<file path="src/design/wpm_pkg.sv">
// Types, symbol constants and byte folding for the wildcard pattern matcher.
package wpm_pkg;

  typedef enum logic [1:0] {
    MODE_CLEAR  = 2'd0,
    MODE_APPEND = 2'd1,
    MODE_TEXT   = 2'd2,
    MODE_END    = 2'd3
  } mode_t;

  typedef struct packed {
    mode_t      mode;
    logic [7:0] byte_value;
  } in_item_t;

  typedef struct packed {
    logic       matched;
    logic       pattern_overflow;
    logic [6:0] pattern_count;
  } out_item_t;

  localparam logic [7:0] SYM_STAR = 8'h2A;
  localparam logic [7:0] SYM_ANY  = 8'h3F;
  localparam logic [7:0] UPPER_A  = 8'h41;
  localparam logic [7:0] UPPER_Z  = 8'h5A;
  localparam logic [7:0] CASE_GAP = 8'h20;

  function automatic logic [7:0] fold_byte(input logic [7:0] b, input logic fold);
    logic [7:0] res;
    res = b;
    if (fold && b >= UPPER_A && b <= UPPER_Z) begin
      res = b + CASE_GAP;
    end
    return res;
  endfunction

endpackage

</file>
<file path="src/design/wpm_step.sv">
// Per-position transition of the live set for one text byte (before star closure).
module wpm_step #(
  parameter int PATTERN_MAX = 64
) (
  input  logic [PATTERN_MAX-1:0]      live,
  input  logic [PATTERN_MAX-1:0][7:0] store,
  input  logic [PATTERN_MAX-1:0]      used,
  input  logic                        fold,
  input  logic [7:0]                  text_byte,
  output logic [PATTERN_MAX:0]        live_step
);
  import wpm_pkg::*;

  logic [7:0]             text_fold;
  logic [PATTERN_MAX-1:0] star;
  logic [PATTERN_MAX-1:0] hit;
  logic [PATTERN_MAX-1:0] stay;
  logic [PATTERN_MAX-1:0] move;

  always_comb begin
    text_fold = fold_byte(text_byte, fold);
    for (int i = 0; i < PATTERN_MAX; i++) begin
      star[i] = (store[i] == SYM_STAR);
      hit[i]  = (store[i] == SYM_ANY) || (fold_byte(store[i], fold) == text_fold);
    end
    // '*' keeps its own position live; any other match moves one position on
    stay      = live & used & star;
    move      = live & used & ~star & hit;
    live_step = {1'b0, stay} | {move, 1'b0};
  end

endmodule

</file>
<file path="src/design/wpm_star_close.sv">
// Prefix scan that spreads liveness across runs of '*' positions.
module wpm_star_close #(
  parameter int POSITIONS = 65
) (
  input  logic [POSITIONS-1:0] seed,
  input  logic [POSITIONS-2:0] star,
  output logic [POSITIONS-1:0] closed
);
  localparam int LEVELS = $clog2(POSITIONS);

  logic [POSITIONS-1:0] gen_lv  [LEVELS+1];
  logic [POSITIONS-1:0] prop_lv [LEVELS+1];

  // closed[j] = seed[j] | (star[j-1] & closed[j-1]), done in log2 levels
  always_comb begin
    gen_lv[0]  = seed;
    prop_lv[0] = {star, 1'b0};
    for (int k = 0; k < LEVELS; k++) begin
      for (int j = 0; j < POSITIONS; j++) begin
        if (j >= (1 << k)) begin
          gen_lv[k+1][j]  = gen_lv[k][j] | (prop_lv[k][j] & gen_lv[k][j-(1 << k)]);
          prop_lv[k+1][j] = prop_lv[k][j] & prop_lv[k][j-(1 << k)];
        end else begin
          gen_lv[k+1][j]  = gen_lv[k][j];
          prop_lv[k+1][j] = prop_lv[k][j];
        end
      end
    end
    closed = gen_lv[LEVELS];
  end

endmodule

</file>
<file path="src/design/wildcard_pattern_matcher.sv">
// Wildcard pattern matcher: one transaction in per cycle, one result out per
// transaction. Each accepted transaction is held in the input register,
// then the position-set update (one compare level per pattern position plus a
// star-closure prefix scan of log2(PATTERN_MAX+1) levels) writes the result
// register, which drives the out port. A new transaction is taken every cycle
// unless the input register holds one and the result register is full and
// stalled. Mode 0 clears the pattern, mode 1 appends a byte (dropped and
// flagged once PATTERN_MAX bytes are stored), mode 2 feeds a text byte, mode 3
// reports and re-arms for the next string. '?' matches one byte, '*' any run;
// fold_case lowercases A-Z on both sides; the user must write it through the
// cfg port only while idle, which the block itself does not enforce.
module wildcard_pattern_matcher #(
  parameter int PATTERN_MAX = 64
) (
  input  logic                clk,
  input  logic                rst_n,
  input  logic                in_valid,
  output logic                in_stall,
  input  wpm_pkg::in_item_t   in_data,
  output logic                out_valid,
  input  logic                out_stall,
  output wpm_pkg::out_item_t  out_data,
  input  logic                cfg_valid,
  output logic                cfg_ready,
  input  logic                cfg_data
);
  import wpm_pkg::*;

  localparam int POSITIONS = PATTERN_MAX + 1;
  localparam int LEN_W     = $clog2(PATTERN_MAX + 1);
  localparam int IDX_W     = (PATTERN_MAX > 1) ? $clog2(PATTERN_MAX) : 1;

  logic                          in_vld_r;
  in_item_t                      in_item_r;
  logic                          out_vld_r;
  out_item_t                     out_item_r;
  logic                          fold_r;
  logic [LEN_W-1:0]              len_r;
  logic [LEN_W-1:0]              len_nxt;
  logic                          ovf_r;
  logic                          ovf_nxt;
  logic [POSITIONS-1:0]          live_r;
  logic [PATTERN_MAX-1:0][7:0]   store_r;

  logic                          adv;
  logic                          room;
  logic                          wr_en;
  logic [PATTERN_MAX-1:0]        used_cur;
  logic [PATTERN_MAX-1:0]        used_nxt;
  logic [PATTERN_MAX-1:0]        star_nxt;
  logic [POSITIONS-1:0]          live_step;
  logic [POSITIONS-1:0]          seed;
  logic [POSITIONS-1:0]          live_cls;
  logic                          matched;
  out_item_t                     res;

  assign adv       = in_vld_r && !(out_vld_r && out_stall);
  assign in_stall  = in_vld_r && out_vld_r && out_stall;
  assign out_valid = out_vld_r;
  assign out_data  = out_item_r;
  assign cfg_ready = 1'b1;

  assign room  = (len_r < LEN_W'(PATTERN_MAX));
  assign wr_en = (in_item_r.mode == MODE_APPEND) && room;

  always_comb begin
    len_nxt = len_r;
    ovf_nxt = ovf_r;
    unique case (in_item_r.mode) inside
      MODE_CLEAR: begin
        len_nxt = '0;
        ovf_nxt = 1'b0;
      end
      MODE_APPEND: begin
        if (room) begin
          len_nxt = len_r + LEN_W'(1);
        end else begin
          ovf_nxt = 1'b1;
        end
      end
      MODE_TEXT, MODE_END: begin
        len_nxt = len_r;
      end
      default: begin
        len_nxt = len_r;
      end
    endcase
  end

  always_comb begin
    for (int i = 0; i < PATTERN_MAX; i++) begin
      used_cur[i] = (LEN_W'(i) < len_r);
      used_nxt[i] = (LEN_W'(i) < len_nxt);
      if (wr_en && (len_r == LEN_W'(i))) begin
        star_nxt[i] = (in_item_r.byte_value == SYM_STAR);
      end else begin
        star_nxt[i] = (store_r[i] == SYM_STAR);
      end
    end
  end

  wpm_step #(
    .PATTERN_MAX(PATTERN_MAX)
  ) u_step (
    .live      (live_r[PATTERN_MAX-1:0]),
    .store     (store_r),
    .used      (used_cur),
    .fold      (fold_r),
    .text_byte (in_item_r.byte_value),
    .live_step (live_step)
  );

  // every mode but a text byte re-arms from the start position
  assign seed = (in_item_r.mode == MODE_TEXT) ? live_step : POSITIONS'(1);

  wpm_star_close #(
    .POSITIONS(POSITIONS)
  ) u_star_close (
    .seed   (seed),
    .star   (star_nxt & used_nxt),
    .closed (live_cls)
  );

  // end of text reports the set before re-arming
  assign matched = (in_item_r.mode == MODE_END) ? live_r[len_r] : live_cls[len_nxt];

  always_comb begin
    res.matched          = matched;
    res.pattern_overflow = ovf_nxt;
    res.pattern_count    = 7'(len_nxt);
  end

  always_ff @(posedge clk) begin
    if (!rst_n) begin
      in_vld_r  <= 1'b0;
      out_vld_r <= 1'b0;
      fold_r    <= 1'b0;
      len_r     <= '0;
      ovf_r     <= 1'b0;
      live_r    <= POSITIONS'(1);
    end else begin
      if (!in_stall) begin
        in_vld_r <= in_valid;
      end
      if (adv) begin
        out_vld_r <= 1'b1;
        len_r     <= len_nxt;
        ovf_r     <= ovf_nxt;
        live_r    <= live_cls;
      end else if (!out_stall) begin
        out_vld_r <= 1'b0;
      end
      if (cfg_valid && cfg_ready) begin
        fold_r <= cfg_data;
      end
    end
  end

  always_ff @(posedge clk) begin
    if (in_valid && !in_stall) begin
      in_item_r <= in_data;
    end
    if (adv) begin
      out_item_r <= res;
    end
    if (adv && wr_en) begin
      store_r[len_r[IDX_W-1:0]] <= in_item_r.byte_value;
    end
  end

endmodule

</file>
<file path="config.mk">
export PLATFORM = sky130hd
export DESIGN_NAME = wildcard_pattern_matcher
export DESIGN_NICKNAME = d
export VERILOG_FILES = /design/src/design/wpm_pkg.sv /design/src/design/wpm_step.sv /design/src/design/wpm_star_close.sv /design/src/design/wildcard_pattern_matcher.sv
export SDC_FILE = /design/constraint.sdc
export NUM_CORES = 2
export LEC_CHECK = 0
export BUFFER_PORTS_ARGS = -buffer_cell sky130_fd_sc_hd__buf_2
export CAP_MARGIN = 30
export CORE_MARGIN = 2
export CORE_UTILIZATION = 50
export CTS_BUF_LIST = sky130_fd_sc_hd__clkbuf_16
export DETAILED_ROUTE_END_ITERATION = 16
export GPL_ROUTABILITY_DRIVEN = 0
export PLACE_DENSITY = 0.65
export SYNTH_ARGS = -nofsm -noshare
export SYNTH_HDL_FRONTEND = slang
export SYNTH_SLANG_ARGS = --single-unit
</file>
<file path="constraint.sdc">
create_clock -name clk -period 15.19 [get_ports clk]
set_input_delay 0.7595 -clock clk [delete_from_list [all_inputs] [get_ports clk]]
set_output_delay 0.7595 -clock clk [all_outputs]
set_load 0.01 [all_outputs]
</file>
# == After elaboration in Yosys (flattened, before gate mapping) ==
# Index checks and enable logic that the tools add are counted.
# totals
wordCells,2005
inputBits,16
regBits,607
# op_classes
n_eq_ne,260
reduce_logical,270
mux,144
magnitude_cmp,263
addsub,66
n_bitwise,927
# op_table
cell,n
$eq A8 B6 Y1 const B,129
$and A1 B1 Y1,592
$mux W8,66
$add A8 B6 Y8 const B,65
$ge A8 B7 Y1 const B,65
$le A8 B7 Y1 const B,65
$bwmux W512,1
$eq A8 B8 Y1,64
$lt A6 B7 Y1 const A,64
$or A1 B1 Y1,328
$and A64 B64 Y64,5
$eq A7 B6 Y1 const B,32
$lt A5 B7 Y1 const A,32
$logic_and A1 B1 Y1,202
$eq A7 B5 Y1 const B,16
$lt A4 B7 Y1 const A,16
$mux W1,70
$mux W65,1
$or A64 B65 Y65,1
$logic_or A1 B1 Y1,64
$not A64 Y64,1
$eq A7 B4 Y1 const B,8
$lt A3 B7 Y1 const A,8
$demux W8 S6,1
other kinds (20),34

# == Depth between registers and ports, before layout ==
# logic_depth
word_depth,25
depth_mapped,24
depth_no_buf,20

# == By module ==
# A second synthesis with hierarchy kept.
# hier_totals
hier_cells,4219
area_unflattened_um2,40158.5
# modules_own_cells
module,cells_per_inst,n_inst,area_per_inst_um2
wildcard_pattern_matcher,1836,1,24649.9
wpm_step,2052,1,13710.6
wpm_star_close,331,1,1798.0

# == Worst setup path before layout ==
# OpenSTA, ideal clock, no wires.
# synth_path
path_kind,register -> register
startpoint,register in_item_r[6] in the netlist's numbering
endpoint,"register out_item_r, in the netlist out_data[8] (data pin)"
t_required_ns,14.923
setup_time_ns,0.267
setup_slack_ns,9.808
stages_incl_launch_ff,21
arrival_ns,5.114
path_cell_list,edfxtp_1 -> ha_1 -> nor2_1 -> o211ai_1 -> o21ai_1 -> buf_2 -> mux2_2 -> a221oi_1 -> nor3_1 -> or4_1 -> o221ai_1 -> nand3_1 -> o2111ai_1 -> nand3_1 -> a31oi_1 -> o21ai_1 -> a211oi_2 -> o41ai_1 -> nor4_1 -> a41o_1 -> a31oi_1
# synth_via
elab_chain_len,25
elab_cells_between_ends,1126
cone_classes,1 x add/sub; 2 x order compare; 65 x eq/ne; 69 x mux; 923 x bitwise; 66 x reduce/logical
# synth_lines
element,line,text
from (decl),wildcard_pattern_matcher.sv:34,in_item_t in_item_r;
from (signal assigned),wildcard_pattern_matcher.sv:161,in_item_r <= in_data;
$ge A8 B7 Y1,wpm_pkg.sv:31,if (fold && b >= UPPER_A && b <= UPPER_Z) begin
$logic_and A1 B1 Y1 (2 in a row),wpm_pkg.sv:31,
$mux W8,wpm_pkg.sv:31,
$eq A8 B8 Y1,wpm_step.sv:24,"hit[i] = (store[i] == SYM_ANY) || (fold_byte(store[i], fold) == text_fold);"
$logic_or A1 B1 Y1,wpm_step.sv:24,
$and A64 B64 Y64,wpm_step.sv:28,move = live & used & ~star & hit;
$or A64 B65 Y65,wpm_step.sv:29,"live_step = {1'b0, stay} | {move, 1'b0};"
$mux W65,wildcard_pattern_matcher.sv:114,assign seed = (in_item_r.mode == MODE_TEXT) ? live_step : POSITIONS'(1);
(+8 left out),--,
$and A1 B1 Y1,wpm_star_close.sv:21,gen_lv[k+1][j] = gen_lv[k][j] | (prop_lv[k][j] & gen_lv[k][j-(1 << k)]);
$or A1 B1 Y1,wpm_star_close.sv:21,
$and A1 B1 Y1,wpm_star_close.sv:21,
$or A1 B1 Y1 (2 in a row),wpm_star_close.sv:21,
$bmux W1 S7 *,wildcard_pattern_matcher.sv:125,assign matched = (in_item_r.mode == MODE_END) ? live_r[len_r] : live_cls[len_nxt];
$mux W1 (not written as such) *,wildcard_pattern_matcher.sv:125,
$mux W1 *,wildcard_pattern_matcher.sv:125,
via matched,wildcard_pattern_matcher.sv:54,logic matched;
to (signal assigned),wildcard_pattern_matcher.sv:164,out_item_r <= res;
to (decl),wildcard_pattern_matcher.sv:36,out_item_t out_item_r;
# Mark *: on every way through the listed nets, which the timed path passes. The rest lies on a longest branch. The select of a mux whose other input is x is not followed.
# A chain may end at the register's enable or synchronous reset.

# == Worst setup path in the final report ==
# layout_path
startpoint,register len_r[2]
endpoint,"register out_item_r, in the netlist out_data[8] (data pin)"
# layout_via
elab_chain_len,22
elab_cells_between_ends,1257
cone_classes,1 x add/sub; 129 x order compare; 63 x eq/ne; 72 x mux; 926 x bitwise; 66 x reduce/logical
# layout_lines
element,line,text
from (decl),wildcard_pattern_matcher.sv:38,logic [LEN_W-1:0] len_r;
from (signal assigned),wildcard_pattern_matcher.sv:147,len_r <= len_nxt;
"parallel branches: the longest is 21 deep, another holds $add A7 B1 Y7",--,
$mux W1 *,wildcard_pattern_matcher.sv:125,
via matched,wildcard_pattern_matcher.sv:54,
# Mark *: on every way through the listed nets, which the timed path passes. The select of a mux whose other input is x is not followed.

==> key figures <==
Outcome
  • Status: completed

Critical path
  • Critical path required time: 15.56 ns
  • Critical Path End Type: flip-flop
  • Worst Path Class, Setup: reg2reg
  • Reg2reg start: len_r[2]
  • Startpoint types: flip-flop
  • R2R cell count: 18
  • WP data arrival: 7.84 ns
  • Reg-to-reg endpoint: out_data[8]
  • Crit path max fanout: 36
  • Internal reg-to-reg setup slack: 7.72 ns

Logic synthesis
  • Post-Syn Area: 42200 um2
  • Yosys warnings: 0
  • Synth cell types: 113
  • Yosys reg bits: 607
  • Synth Instances: 4530
  • EDFF count, synth: 531
  • Synth Net Count: 4616
  • Prevailing post-synth register cell: edfxtp_1
  • Top-area cell type share of the netlist area: 37.8%
  • Ys async rst share: 0%
  • Largest cells by area after synthesis: edfxtp_1 (38%), xnor2_1 (6.4%), xor2_1 (4.0%)
  • Leading cell types by count after synthesis: edfxtp_1 (531), nor2_1 (420), nand2_1 (347)
  • Most common cell in the netlist: edfxtp_1
  • Dominant cell type by area after synthesis: edfxtp_1
  • Register area share after synthesis: 41.4%
  • Syn_area_per_cell: 9.31 um2

Timing
  • # setup viols final: 0
  • Slew Viols, Final: 0
  • Maximum clock rate: 0.134 GHz
  • Tightest Pin Transition: 1.21 ns
  • Post-route clock period utilization: 49.2%
  • Setup total negative slack: 0 ns
  • Headroom to the max-slew limit: 19.4%
  • Hold violation count in the final report: 0
  • Skew final: 0.0314 ns
  • RSZ-0062 raised after global routing: false
  • Min Clock Period, post-route: 7.47 ns
  • PnR worst setup slack: 7.72 ns

Clocking
  • Maximum clock path buffer count: 3
  • H-tree levels: 3
  • Hold Buf Count CTS: 0
  • Cts repair resizes: 0
  • Root Driver: clkbuf_16
  • CTS sink cnt: 607
  • CTS Buf Count: 70
  • Worst-Skew Late Latency: 0.66 ns
  • Clock slew at reported path FFs: 0.07 ns
  • CTS tree: yes
  • Post-CTS setup buffer count: 0

Placement
  • Post-Place Worst Slack: 8.16 ns
  • PortBufs: 26
  • Detailed placement HPWL: 111000 um

Min path
  • Startpoint of the worst hold path: in_data[7]
  • Hold Path End: in_item_r[7]
  • Hold Crit Class: in2reg
  • Hold Path Cell Cnt: 1

GRT
  • First-pass GRT wire length: 234000 um
  • Total gr overflow: 0
  • Largest net degree at the start of global routing: 81
  • Vias in the first global route: 36700
  • Initial antenna violation count: 1
  • Gr usage total: 36.0%

Route
  • Routed len/inst: 28.0 um
  • DRT antenna net count: 0
  • Remaining DRCs: 0
  • Mean number of vias per cell: 6.99
  • First DRT Iteration DRCs: 6178
  • DR pass1 iterations: 9
  • Routed vias: 39700
  • Routed wire length: 159000 um

Floorplan
  • Die area: 86700 um2
  • Die W: 294 um
  • Area of the core: 83600 um2
  • # rows: 106
  • Starting density of the core: 50.5%
  • IO Count: 28
  • Die Height: 294 um

Pwr
  • PwrDens: 84.5 nW/um2
  • Part of the power in registers: 47.3%
  • Worst vdd ir: 0.0812 mV
  • Leakage: 14.6 nW
  • Clock power frac: 43.7%
  • Logic pwr share: 9.0%
  • Sw Ratio: 25.5%
  • NetSw: 0.000991 W
  • Cell internal pwr: 0.00289 W

Layout
  • Area Overhead vs Synth: 8.96%
  • Post-layout net count: 4627
  • Antenna diodes: 0
  • Fraction of layout cells with a size suffix above 1: 8.59%

Flow run
  • Count of max-cap constraint violations: 0
power by group through the flow:
stage / combinational [W] / sequential (W) / clock, W
after floorplan: 0.000201 / 0.00188 / 0
after global placement: 0.000329 / 0.00187 / 0
after detailed placement: 0.000332 / 0.00187 / 0
after CTS: 0.000334 / 0.00184 / 0.00171
after global routing: 0.000363 / 0.00184 / 0.00178
final: 0.000351 / 0.00184 / 0.00170
layout by cell type, fill, tap and decap left out, types with 38 or more instances in the layout:
cell / n
nor4_1: 77
o31ai_1: 60
or3_1: 103
o41ai_1: 72
edfxtp_1: 531
or4_1: 73
nand4_1: 111
nand2_1: 346
xnor2_1: 306
nand3_1: 244
a211oi_1: 41
nor2_1: 420
o21ai_0: 188
a31oi_1: 103
and3_1: 42
nor3_1: 182
a21o_1: 45
dfxtp_1: 71
clkbuf_16: 72
a21oi_1: 245
inv_1: 154
ha_1: 70
a41oi_1: 38
xor2_1: 194
buf_4: 105
registers in the layout, indices dropped and copies added (netlist names):
register / cells
out_data: 9
store_r: 512
fold_r: 1
len_r: 7
out_valid: 1
in_vld_r: 1
ovf_r: 1
live_r: 65
in_item_r: 10
critical path, cell delays in order, from the launching register on:
cell	delay, ns
dfxtp_2	0.71
buf_4	0.60
nor2b_1	0.62
a31o_2	0.33
a41oi_2	0.40
or3_1	0.54
a41o_1	0.20
a311oi_1	0.38
o221ai_1	0.21
a221oi_1	0.73
nand2b_1	0.21
a221oi_1	0.44
nand2b_1	0.16
nand2b_1	0.10
a41oi_1	0.38
o21a_1	0.17
nor3_1	0.05
nor4_1	0.75
a31oi_1	0.17
cell type report:
type / count / area, um2
Multi-Input combinational cell: 3574 / 23300
Timing Repair Buffer: 143 / 1050
Clock buffer: 72 / 1800
Inverter: 145 / 546
Tap cell: 1080 / 1350
Fill cell: 7524 / 37600
Sequential cell: 607 / 17500
Clock inverter: 56 / 480
how the worst max path moves through the flow:
stage | startpoint | to | slack (ns) | cells past startpoint
4_1_cts | in_item_r[0] | out_data[8] | 8.13 | 20
6_report | len_r[2] | out_data[8] | 7.72 | 18
3_3_place_gp | in_item_r[0] | out_data[8] | 8.29 | 20
2_1_floorplan | in_item_r[6] | out_data[8] | 9.81 | 20
5_1_grt | in_item_r[0] | out_data[8] | 7.56 | 20
3_5_place_dp | in_item_r[0] | out_data[8] | 8.16 | 20
layer usage:
layer,routed length (um),part of all wire [%],global-route usage (%)
met1,61500,39,47.0
met2,65100,41,52.1
met3,20300,13,11.2
met4,12000,7.5,21.9
met5,111,0.070,0.794
kinds of logic after synthesis:
kind of cell    Yosys count  synth area share [%]
compound gates         1142                  19.0
xor+xnor                500                  10.4
fa+ha+maj                70                  2.08
buf+inv                 349                  3.65
flops                   607                  41.4
mux                      52                  1.52
other cells               1               0.00889
simple gates           1809                  22.0
through the flow:
stage                     std cells  utilization [%]  total power (W)  area (um2)  hold WS [ns]
after CTS                      5671             54.9          0.00388       45900         0.275
final                          5677             55.0          0.00388       46000         0.284
after detailed placement       5543             52.2          0.00220       43600         0.457
after global routing           5677             55.0          0.00398       46000         0.272
after global placement         5532             52.1          0.00220       43500         0.445
after floorplan                4530                -          0.00208       42200         0.432
(Power assumes the default switching activity.)
